==> config.mk <==
export PLATFORM = sky130hd
export DESIGN_NAME = utc_to_local_time_with_dst_top
export DESIGN_NICKNAME = d
export VERILOG_FILES = /design/src/rtl/utcl_pkg.sv /design/src/rtl/utcl_cmpsub.sv /design/src/rtl/utcl_dst.sv /design/src/rtl/utc_to_local_time_with_dst_top.sv
export SDC_FILE = /design/constraint.sdc
export NUM_CORES = 1
export LEC_CHECK = 0
export ABC_AREA = 0
export BUFFER_PORTS_ARGS = -buffer_cell sky130_fd_sc_hd__buf_4
export CORE_ASPECT_RATIO = 0.5
export CORE_MARGIN = 8
export CORE_UTILIZATION = 55
export CTS_CLUSTER_SIZE = 40
export DETAILED_ROUTE_END_ITERATION = 12
export PLACE_DENSITY_LB_ADDON = 0.08
export SLEW_MARGIN = 10
export SYNTH_ARGS = -nofsm -noshare
export SYNTH_HDL_FRONTEND = slang
export SYNTH_HIERARCHICAL = 1
export SYNTH_SLANG_ARGS = --single-unit
==> constraint.sdc <==
create_clock -name clk -period 21.4 [get_ports clk]
set_input_delay 5.35 -clock clk [delete_from_list [all_inputs] [get_ports clk]]
set_output_delay 5.35 -clock clk [all_outputs]
set_load 0.01 [all_outputs]
==> src/rtl/utcl_pkg.sv <==
package utcl_pkg;

    typedef enum logic [3:0] {
        ST_IDLE,
        ST_ADJ,
        ST_DAYS,
        ST_HOURS,
        ST_MINS,
        ST_WDAY,
        ST_YEARS,
        ST_MONTHS,
        ST_DECIDE,
        ST_DONE
    } utcl_state_t;

    // Standard-time calendar fields that the DST rule looks at.
    typedef struct packed {
        logic [3:0] month;
        logic [4:0] day;
        logic [4:0] hour;
        logic [2:0] wday;
    } utcl_civil_t;

    localparam logic [31:0] SECS_PER_DAY  = 32'd86400;
    localparam logic [31:0] SECS_IN_HOUR  = 32'd3600;
    localparam logic [31:0] SECS_PER_MIN  = 32'd60;
    localparam logic [31:0] DAYS_PER_WEEK = 32'd7;

    // Adding one hour is done as subtracting its two's complement.
    localparam logic [31:0] NEG_HOUR = 32'd0 - SECS_IN_HOUR;

    // Restoring divisions: divisor preshifted to the top quotient bit.
    localparam logic [3:0]  CNT_DAY  = 4'd15;
    localparam logic [3:0]  CNT_HOUR = 4'd4;
    localparam logic [3:0]  CNT_MIN  = 4'd5;
    localparam logic [3:0]  CNT_WDAY = 4'd12;
    localparam logic [31:0] DV_DAY   = SECS_PER_DAY << CNT_DAY;
    localparam logic [31:0] DV_HOUR  = SECS_IN_HOUR << CNT_HOUR;
    localparam logic [31:0] DV_MIN   = SECS_PER_MIN << CNT_MIN;
    localparam logic [31:0] DV_WDAY  = DAYS_PER_WEEK << CNT_WDAY;

    // 1970-01-01 was a Thursday.
    localparam logic [31:0] EPOCH_WDAY = 32'd4;

    localparam logic [11:0] YEAR_BASE        = 12'd1970;
    localparam logic [11:0] YEAR_SHORT_BLOCK = 12'd2098;
    localparam logic [11:0] YEAR_NO_LEAP     = 12'd2100;
    localparam logic [3:0]  MONTH_LAST_IDX   = 4'd11;

    localparam logic [3:0] MONTH_MAR = 4'd3;
    localparam logic [3:0] MONTH_OCT = 4'd10;
    localparam logic [3:0] MONTH_NOV = 4'd11;

endpackage

==> src/rtl/utcl_cmpsub.sv <==
module utcl_cmpsub (
    input  logic [31:0] a,
    input  logic [31:0] b,
    output logic [31:0] diff,
    output logic        ge
);

    logic [32:0] wide;

    assign wide = {1'b0, a} - {1'b0, b};
    assign diff = wide[31:0];
    assign ge   = ~wide[32];

endmodule

==> src/rtl/utcl_dst.sv <==
module utcl_dst (
    input  utcl_pkg::utcl_civil_t civil,
    input  logic                  region,
    output logic                  dst
);

    import utcl_pkg::*;

    function automatic logic [2:0] mod7(input logic [6:0] x);
        logic [15:0] p;
        logic [4:0]  q;
        logic [6:0]  r;
        p = 16'(x) * 16'd293;
        q = p[15:11];
        r = x - 7'(q) * 7'd7;
        return r[2:0];
    endfunction

    logic [2:0] w31;
    logic [2:0] w1;
    logic [4:0] sun_eu;
    logic [4:0] first_sun;
    logic [4:0] sun_us;
    logic       eu_start;
    logic       eu_end;
    logic       us_past;

    always_comb
    begin
        // Weekday of the 31st and of the 1st of the current month.
        w31       = mod7(7'(civil.wday) + 7'd66 - 7'(civil.day));
        w1        = mod7(7'(civil.wday) + 7'd36 - 7'(civil.day));
        sun_eu    = 5'd31 - 5'(w31);
        first_sun = (w1 == 3'd0) ? 5'd1 : 5'd8 - 5'(w1);
        sun_us    = (civil.month == MONTH_MAR) ? first_sun + 5'd7 : first_sun;

        eu_start = (civil.day > sun_eu) || (civil.day == sun_eu && civil.hour >= 5'd2);
        eu_end   = (civil.day > sun_eu) || (civil.day == sun_eu && civil.hour >= 5'd3);
        us_past  = (civil.day > sun_us) || (civil.day == sun_us && civil.hour >= 5'd2);

        if (!region)
        begin
            if (civil.month < MONTH_MAR || civil.month > MONTH_OCT)
                dst = 1'b0;
            else if (civil.month == MONTH_MAR)
                dst = eu_start;
            else if (civil.month == MONTH_OCT)
                dst = ~eu_end;
            else
                dst = 1'b1;
        end
        else
        begin
            if (civil.month < MONTH_MAR || civil.month > MONTH_NOV)
                dst = 1'b0;
            else if (civil.month == MONTH_MAR)
                dst = us_past;
            else if (civil.month == MONTH_NOV)
                dst = ~us_past;
            else
                dst = 1'b1;
        end
    end

endmodule

==> src/rtl/utc_to_local_time_with_dst_top.sv <==
// Converts Unix UTC seconds into local civil time for a whole-hour standard
// offset, applying the European or North American daylight saving rule, and
// returns year, month, day, hour, minute, second, weekday and a DST flag.
// One request is worked on at a time; in_stall stays high until its result
// has been placed in the output register, and the next request may be taken
// while that result still waits on out_stall. Everything runs through one
// 32-bit compare-and-subtract unit under a sequencer. One pass takes an
// offset step, the divisions (day, hour, minute, weekday), a year walk
// (four-year blocks, then single years), a month walk and a decision step.
// When the DST hour applies a second pass follows, and the result is then
// handed over to the output register.
module utc_to_local_time_with_dst_top (
    input  logic        clk,
    input  logic        rst_n,
    input  logic        in_valid,
    output logic        in_stall,
    input  logic [31:0] utc_seconds,
    input  logic signed [4:0] base_offset_hours,
    input  logic        dst_region,
    output logic        out_valid,
    input  logic        out_stall,
    output logic [11:0] local_year,
    output logic [3:0]  local_month,
    output logic [4:0]  local_day,
    output logic [4:0]  local_hour,
    output logic [5:0]  local_minute,
    output logic [5:0]  local_second,
    output logic [2:0]  day_of_week,
    output logic        dst_active
);

    import utcl_pkg::*;

    function automatic logic leap_year(input logic [11:0] y);
        return (y[1:0] == 2'd0) && (y != YEAR_NO_LEAP);
    endfunction

    function automatic logic [4:0] month_days(input logic [3:0] idx, input logic leap);
        logic [4:0] len;
        len = 5'd31;
        if (idx == 4'd1)
            len = leap ? 5'd29 : 5'd28;
        else if (idx inside {4'd3, 4'd5, 4'd8, 4'd10})
            len = 5'd30;
        return len;
    endfunction

    utcl_state_t state_reg, state_next;
    logic        pass_reg, pass_next;
    logic        dst_reg, dst_next;
    logic        out_valid_reg, out_valid_next;
    logic        blkfail_reg, blkfail_next;

    logic [31:0] utc_reg;
    logic [31:0] negoff_reg;
    logic        region_reg;
    logic [31:0] local_reg, local_next;
    logic [31:0] rem_reg, rem_next;
    logic [31:0] dv_reg, dv_next;
    logic [15:0] quo_reg, quo_next;
    logic [3:0]  cnt_reg, cnt_next;
    logic [15:0] days_reg, days_next;
    logic [4:0]  hour_reg, hour_next;
    logic [5:0]  minute_reg, minute_next;
    logic [5:0]  second_reg, second_next;
    logic [2:0]  wday_reg, wday_next;
    logic [11:0] year_reg, year_next;
    logic [3:0]  month_reg, month_next;
    logic [4:0]  day_reg, day_next;

    logic [11:0] out_year_reg;
    logic [3:0]  out_month_reg;
    logic [4:0]  out_day_reg;
    logic [4:0]  out_hour_reg;
    logic [5:0]  out_minute_reg;
    logic [5:0]  out_second_reg;
    logic [2:0]  out_wday_reg;
    logic        out_dst_reg;

    logic        accept;
    logic        load_out;
    logic [31:0] op_a;
    logic [31:0] op_b;
    logic [31:0] diff;
    logic        ge;
    logic [31:0] rem_step;
    logic [15:0] quo_step;
    logic        blk;
    logic        dst_now;
    logic [31:0] off_ext;
    utcl_civil_t civil;

    assign accept   = in_valid && (state_reg == ST_IDLE);
    assign in_stall = (state_reg != ST_IDLE);
    assign off_ext  = {{27{base_offset_hours[4]}}, base_offset_hours};
    assign blk      = (year_reg[1:0] == 2'd2) && !blkfail_reg;
    assign rem_step = ge ? diff : rem_reg;
    assign quo_step = {quo_reg[14:0], ge};

    assign civil.month = month_reg;
    assign civil.day   = day_reg;
    assign civil.hour  = hour_reg;
    assign civil.wday  = wday_reg;

    always_comb
    begin
        op_a = rem_reg;
        op_b = dv_reg;
        case (state_reg)
            ST_ADJ:
            begin
                op_a = pass_reg ? local_reg : utc_reg;
                op_b = pass_reg ? NEG_HOUR : negoff_reg;
            end
            ST_YEARS:
            begin
                if (blk)
                    op_b = (year_reg == YEAR_SHORT_BLOCK) ? 32'd1460 : 32'd1461;
                else
                    op_b = leap_year(year_reg) ? 32'd366 : 32'd365;
            end
            ST_MONTHS:
                op_b = 32'(month_days(month_reg, leap_year(year_reg)));
            default:
            begin
                op_a = rem_reg;
                op_b = dv_reg;
            end
        endcase
    end

    utcl_cmpsub u_cmpsub (
        .a    (op_a),
        .b    (op_b),
        .diff (diff),
        .ge   (ge)
    );

    utcl_dst u_dst (
        .civil  (civil),
        .region (region_reg),
        .dst    (dst_now)
    );

    always_comb
    begin
        state_next   = state_reg;
        pass_next    = pass_reg;
        dst_next     = dst_reg;
        blkfail_next = blkfail_reg;
        local_next   = local_reg;
        rem_next     = rem_reg;
        dv_next      = dv_reg;
        quo_next     = quo_reg;
        cnt_next     = cnt_reg;
        days_next    = days_reg;
        hour_next    = hour_reg;
        minute_next  = minute_reg;
        second_next  = second_reg;
        wday_next    = wday_reg;
        year_next    = year_reg;
        month_next   = month_reg;
        day_next     = day_reg;
        load_out     = 1'b0;

        case (state_reg)
            ST_IDLE:
            begin
                if (in_valid)
                begin
                    pass_next  = 1'b0;
                    dst_next   = 1'b0;
                    state_next = ST_ADJ;
                end
            end
            ST_ADJ:
            begin
                local_next = diff;
                rem_next   = diff;
                dv_next    = DV_DAY;
                cnt_next   = CNT_DAY;
                state_next = ST_DAYS;
            end
            ST_DAYS, ST_HOURS, ST_MINS, ST_WDAY:
            begin
                rem_next = rem_step;
                quo_next = quo_step;
                dv_next  = dv_reg >> 1;
                cnt_next = cnt_reg - 4'd1;
                if (cnt_reg == 4'd0)
                begin
                    case (state_reg)
                        ST_DAYS:
                        begin
                            days_next  = quo_step;
                            dv_next    = DV_HOUR;
                            cnt_next   = CNT_HOUR;
                            state_next = ST_HOURS;
                        end
                        ST_HOURS:
                        begin
                            hour_next  = quo_step[4:0];
                            dv_next    = DV_MIN;
                            cnt_next   = CNT_MIN;
                            state_next = ST_MINS;
                        end
                        ST_MINS:
                        begin
                            minute_next = quo_step[5:0];
                            second_next = rem_step[5:0];
                            rem_next    = {16'd0, days_reg} + EPOCH_WDAY;
                            dv_next     = DV_WDAY;
                            cnt_next    = CNT_WDAY;
                            state_next  = ST_WDAY;
                        end
                        default:
                        begin
                            wday_next    = rem_step[2:0];
                            rem_next     = {16'd0, days_reg};
                            year_next    = YEAR_BASE;
                            blkfail_next = 1'b0;
                            state_next   = ST_YEARS;
                        end
                    endcase
                end
            end
            ST_YEARS:
            begin
                // Four-year blocks first while aligned, then single years.
                if (ge)
                begin
                    rem_next  = diff;
                    year_next = year_reg + (blk ? 12'd4 : 12'd1);
                end
                else if (blk)
                    blkfail_next = 1'b1;
                else
                begin
                    month_next = 4'd0;
                    state_next = ST_MONTHS;
                end
            end
            ST_MONTHS:
            begin
                if (ge && month_reg != MONTH_LAST_IDX)
                begin
                    rem_next   = diff;
                    month_next = month_reg + 4'd1;
                end
                else
                begin
                    day_next   = rem_reg[4:0] + 5'd1;
                    month_next = month_reg + 4'd1;
                    state_next = ST_DECIDE;
                end
            end
            ST_DECIDE:
            begin
                // The rule is judged on standard time only.
                if (!pass_reg && dst_now)
                begin
                    dst_next   = 1'b1;
                    pass_next  = 1'b1;
                    state_next = ST_ADJ;
                end
                else
                    state_next = ST_DONE;
            end
            ST_DONE:
            begin
                if (!out_valid_reg || !out_stall)
                begin
                    load_out   = 1'b1;
                    state_next = ST_IDLE;
                end
            end
            default:
                state_next = ST_IDLE;
        endcase
    end

    assign out_valid_next = (out_valid_reg && out_stall) || load_out;

    always_ff @(posedge clk or negedge rst_n)
    begin
        if (!rst_n)
        begin
            state_reg     <= ST_IDLE;
            pass_reg      <= 1'b0;
            dst_reg       <= 1'b0;
            blkfail_reg   <= 1'b0;
            out_valid_reg <= 1'b0;
        end
        else
        begin
            state_reg     <= state_next;
            pass_reg      <= pass_next;
            dst_reg       <= dst_next;
            blkfail_reg   <= blkfail_next;
            out_valid_reg <= out_valid_next;
        end
    end

    always_ff @(posedge clk)
    begin
        if (accept)
        begin
            utc_reg    <= utc_seconds;
            negoff_reg <= 32'd0 - off_ext * SECS_IN_HOUR;
            region_reg <= dst_region;
        end
        local_reg  <= local_next;
        rem_reg    <= rem_next;
        dv_reg     <= dv_next;
        quo_reg    <= quo_next;
        cnt_reg    <= cnt_next;
        days_reg   <= days_next;
        hour_reg   <= hour_next;
        minute_reg <= minute_next;
        second_reg <= second_next;
        wday_reg   <= wday_next;
        year_reg   <= year_next;
        month_reg  <= month_next;
        day_reg    <= day_next;
        if (load_out)
        begin
            out_year_reg   <= year_reg;
            out_month_reg  <= month_reg;
            out_day_reg    <= day_reg;
            out_hour_reg   <= hour_reg;
            out_minute_reg <= minute_reg;
            out_second_reg <= second_reg;
            out_wday_reg   <= wday_reg + 3'd1;
            out_dst_reg    <= dst_reg;
        end
    end

    assign out_valid    = out_valid_reg;
    assign local_year   = out_year_reg;
    assign local_month  = out_month_reg;
    assign local_day    = out_day_reg;
    assign local_hour   = out_hour_reg;
    assign local_minute = out_minute_reg;
    assign local_second = out_second_reg;
    assign day_of_week  = out_wday_reg;
    assign dst_active   = out_dst_reg;

endmodule
==> out/metrics.csv <==
metric,value,unit
worstPathArrival,9.84,ns
synth-edff-count,275,
final.fill_count,2487,
worst_slew_pin_slew,1.03,ns
syn_area,17100,um2
leakage,7.51,nW
critPathLaunchType,primary input,
peakVddDrop,0.000149,V
nNetsFinal,1785,
ctsResizeCount,0,
start_util,0.562,
areaGrowthSynthToFinish,10.7,%
period_needed,9.57,ns
ys_seq_elements,282,
finalHoldViolations,0,
gr-total-overflow,0,
netlist_instances,1495,
path_clk_slew,0.07,ns
drive_gt1_frac,0.118,
dp_slack,11.30,ns
die_height,141,um
viasPerCell,5.86,
seq_area_frac_synth,0.492,
setup_viol,0,
placedInstanceArea,18200,um2
clock_skew,0.0157,ns
fp-row-count,45,
grt_use_total,0.204,
die_area,37400,um2
grt_pass1_wl,62800,um
required,21.67,ns
clk_latency,0.55,ns
synth_top_area_frac,0.482,
ioPinCount,86,
antenna_found_initial,1,
path_max_fanout,19,
coreArea,30500,um2
crit_start,base_offset_hours[4],
ant_nets,0,
synth.most_common_cell,edfxtp_1,
yosys.area.top_type,edfxtp_1,
drv_cap,0,
hpwl,27500,um
place_congestion,0.861,
hp-class,flip-flop to flip-flop,
setup-tns-final,0,ns
wl,38500,um
maxSlewViolCount,0,
drtPass1Iterations,5,
ys_async_sr_fraction,0.0248,
route.detailed.drc,0,
layout_setup_ws,11.83,ns
post-route-period-util,0.447,
yosysWarnings,6,
ys.flop_type,edfxtp_1,
cts_max_path_buffers,3,
timing.rr.start,day_reg[2],
maxSlewHeadroom,0.313,
synthTopCellsByCount,"edfxtp_1, ha_1, inv_1",
grt_pass1_vias,11800,
ys_types,101,
grt_max_degree,88,
powerDensity,172,nW/um2
portBuffers,85,
synth_area_leaders,"edfxtp_1, ha_1, xnor2_1, mux2i_1, a21oi_1",
syn_area_per_cell,11.5,um2
rsz0062_at_grt,false,
cts_buffers,26,
status,completed,
cts_sinks,282,
drt_iter0_markers,985,
place_inst,1964,
die-width,266,um
clockRootBuffer,clkbuf_16,
holdCritStartpoint,quo_reg[14],
vias,11800,
max_freq,105,MHz
stdcell_area,19000,um2
p_total,3.26,mW
cp-end-kind,flip-flop,
hold_buffers,0,
path_class,primary input to flip-flop,
cts_tree,done,
wl_per_cell,19.1,um
stdcell_count,2010,
postSynthNetCount,1711,
htree_num_levels,1,
cts_setup_buffers,0,
area by class of cell:
cell class | count | area (um2) | share of cell area
inverters | 109 | 409 | 0.0216
clock buffers | 29 | 683 | 0.0360
multi-input cells | 1054 | 8090 | 0.426
repair buffers | 96 | 721 | 0.0380
flip-flops and latches | 282 | 8430 | 0.444
well taps | 423 | 529 | 0.0279
diodes | 1 | 2.50 | 0.000132
clock inverters | 16 | 106 | 0.00560
power by group:
group | internal, mW | total, mW | leakage, nW | switching [mW]
clock network | 0.241 | 0.445 | 0.376 | 0.205
logic | 0.709 | 1.80 | 4.43 | 1.09
registers | 0.939 | 1.02 | 2.71 | 0.0786
final timing paths:
path                            cells after the start              to  slack [ns]
worst min-delay path                                0    days_reg[15]        0.42
max in group asynchronous                           1         dst_reg       16.66
worst min register to register                      0    days_reg[15]        0.42
min in group asynchronous                           1     blkfail_reg        4.60
worst max register to register                     33    state_reg[3]       13.03
worst max-delay path                               17  negoff_reg[31]       11.83
cells by family after synthesis:
logic type,Yosys count,synth area share
xor gates and xnor gates,103,0.0539
buffers and inverters,159,0.0387
DFF,282,0.492
muxes,60,0.0358
and+or+nand+nor,388,0.116
AOI/OAI and AO/OA,329,0.129
adders and majority gates,174,0.134
layout by cell type, fill, tap and decap left out, drive strengths merged, types with 39 or more instances in the layout:
master and count:
edfxtp 275, ha 157, inv 109, nor2 103, nand2 102, buf 96, a21oi 94, o21ai 81
xnor2 63, mux2i 50, xor2 39
worst max-delay path: stages:
cell and delay, ns:
buf_4 0.24, inv_1 0.20, ha_1 0.32, xor2_1 0.14, ha_1 0.32, fa_1 0.46, ha_1 0.30, ha_1 0.44
nand2_1 0.11, nor3_1 0.45, nor2_1 0.12, o21ai_0 0.17, a21oi_1 0.10, ha_1 0.31, nand2_1 0.11, nor3_1 0.50
a31oi_1 0.19
layer usage:
metal / up-vias / GRT usage / share of wire / wire length [um]
met3: 64 / 0.0335 / 0.047 / 1810
met1: 5759 / 0.269 / 0.45 / 17500
met2: 282 / 0.349 / 0.48 / 18300
met4: 0 / 0.0545 / 0.024 / 907
li1: 5667 / - / - / -
met5: - / 0 / 0 / 0
stage by stage:
step | hold WS [ns] | util
floorplan | 0.400 | -
global placement | 0.406 | 0.596
detailed placement | 0.405 | 0.596
CTS | 0.419 | 0.622
global route | 0.425 | 0.622
finish | 0.418 | 0.622
No activity file was read; power rests on OpenSTA's default activity.
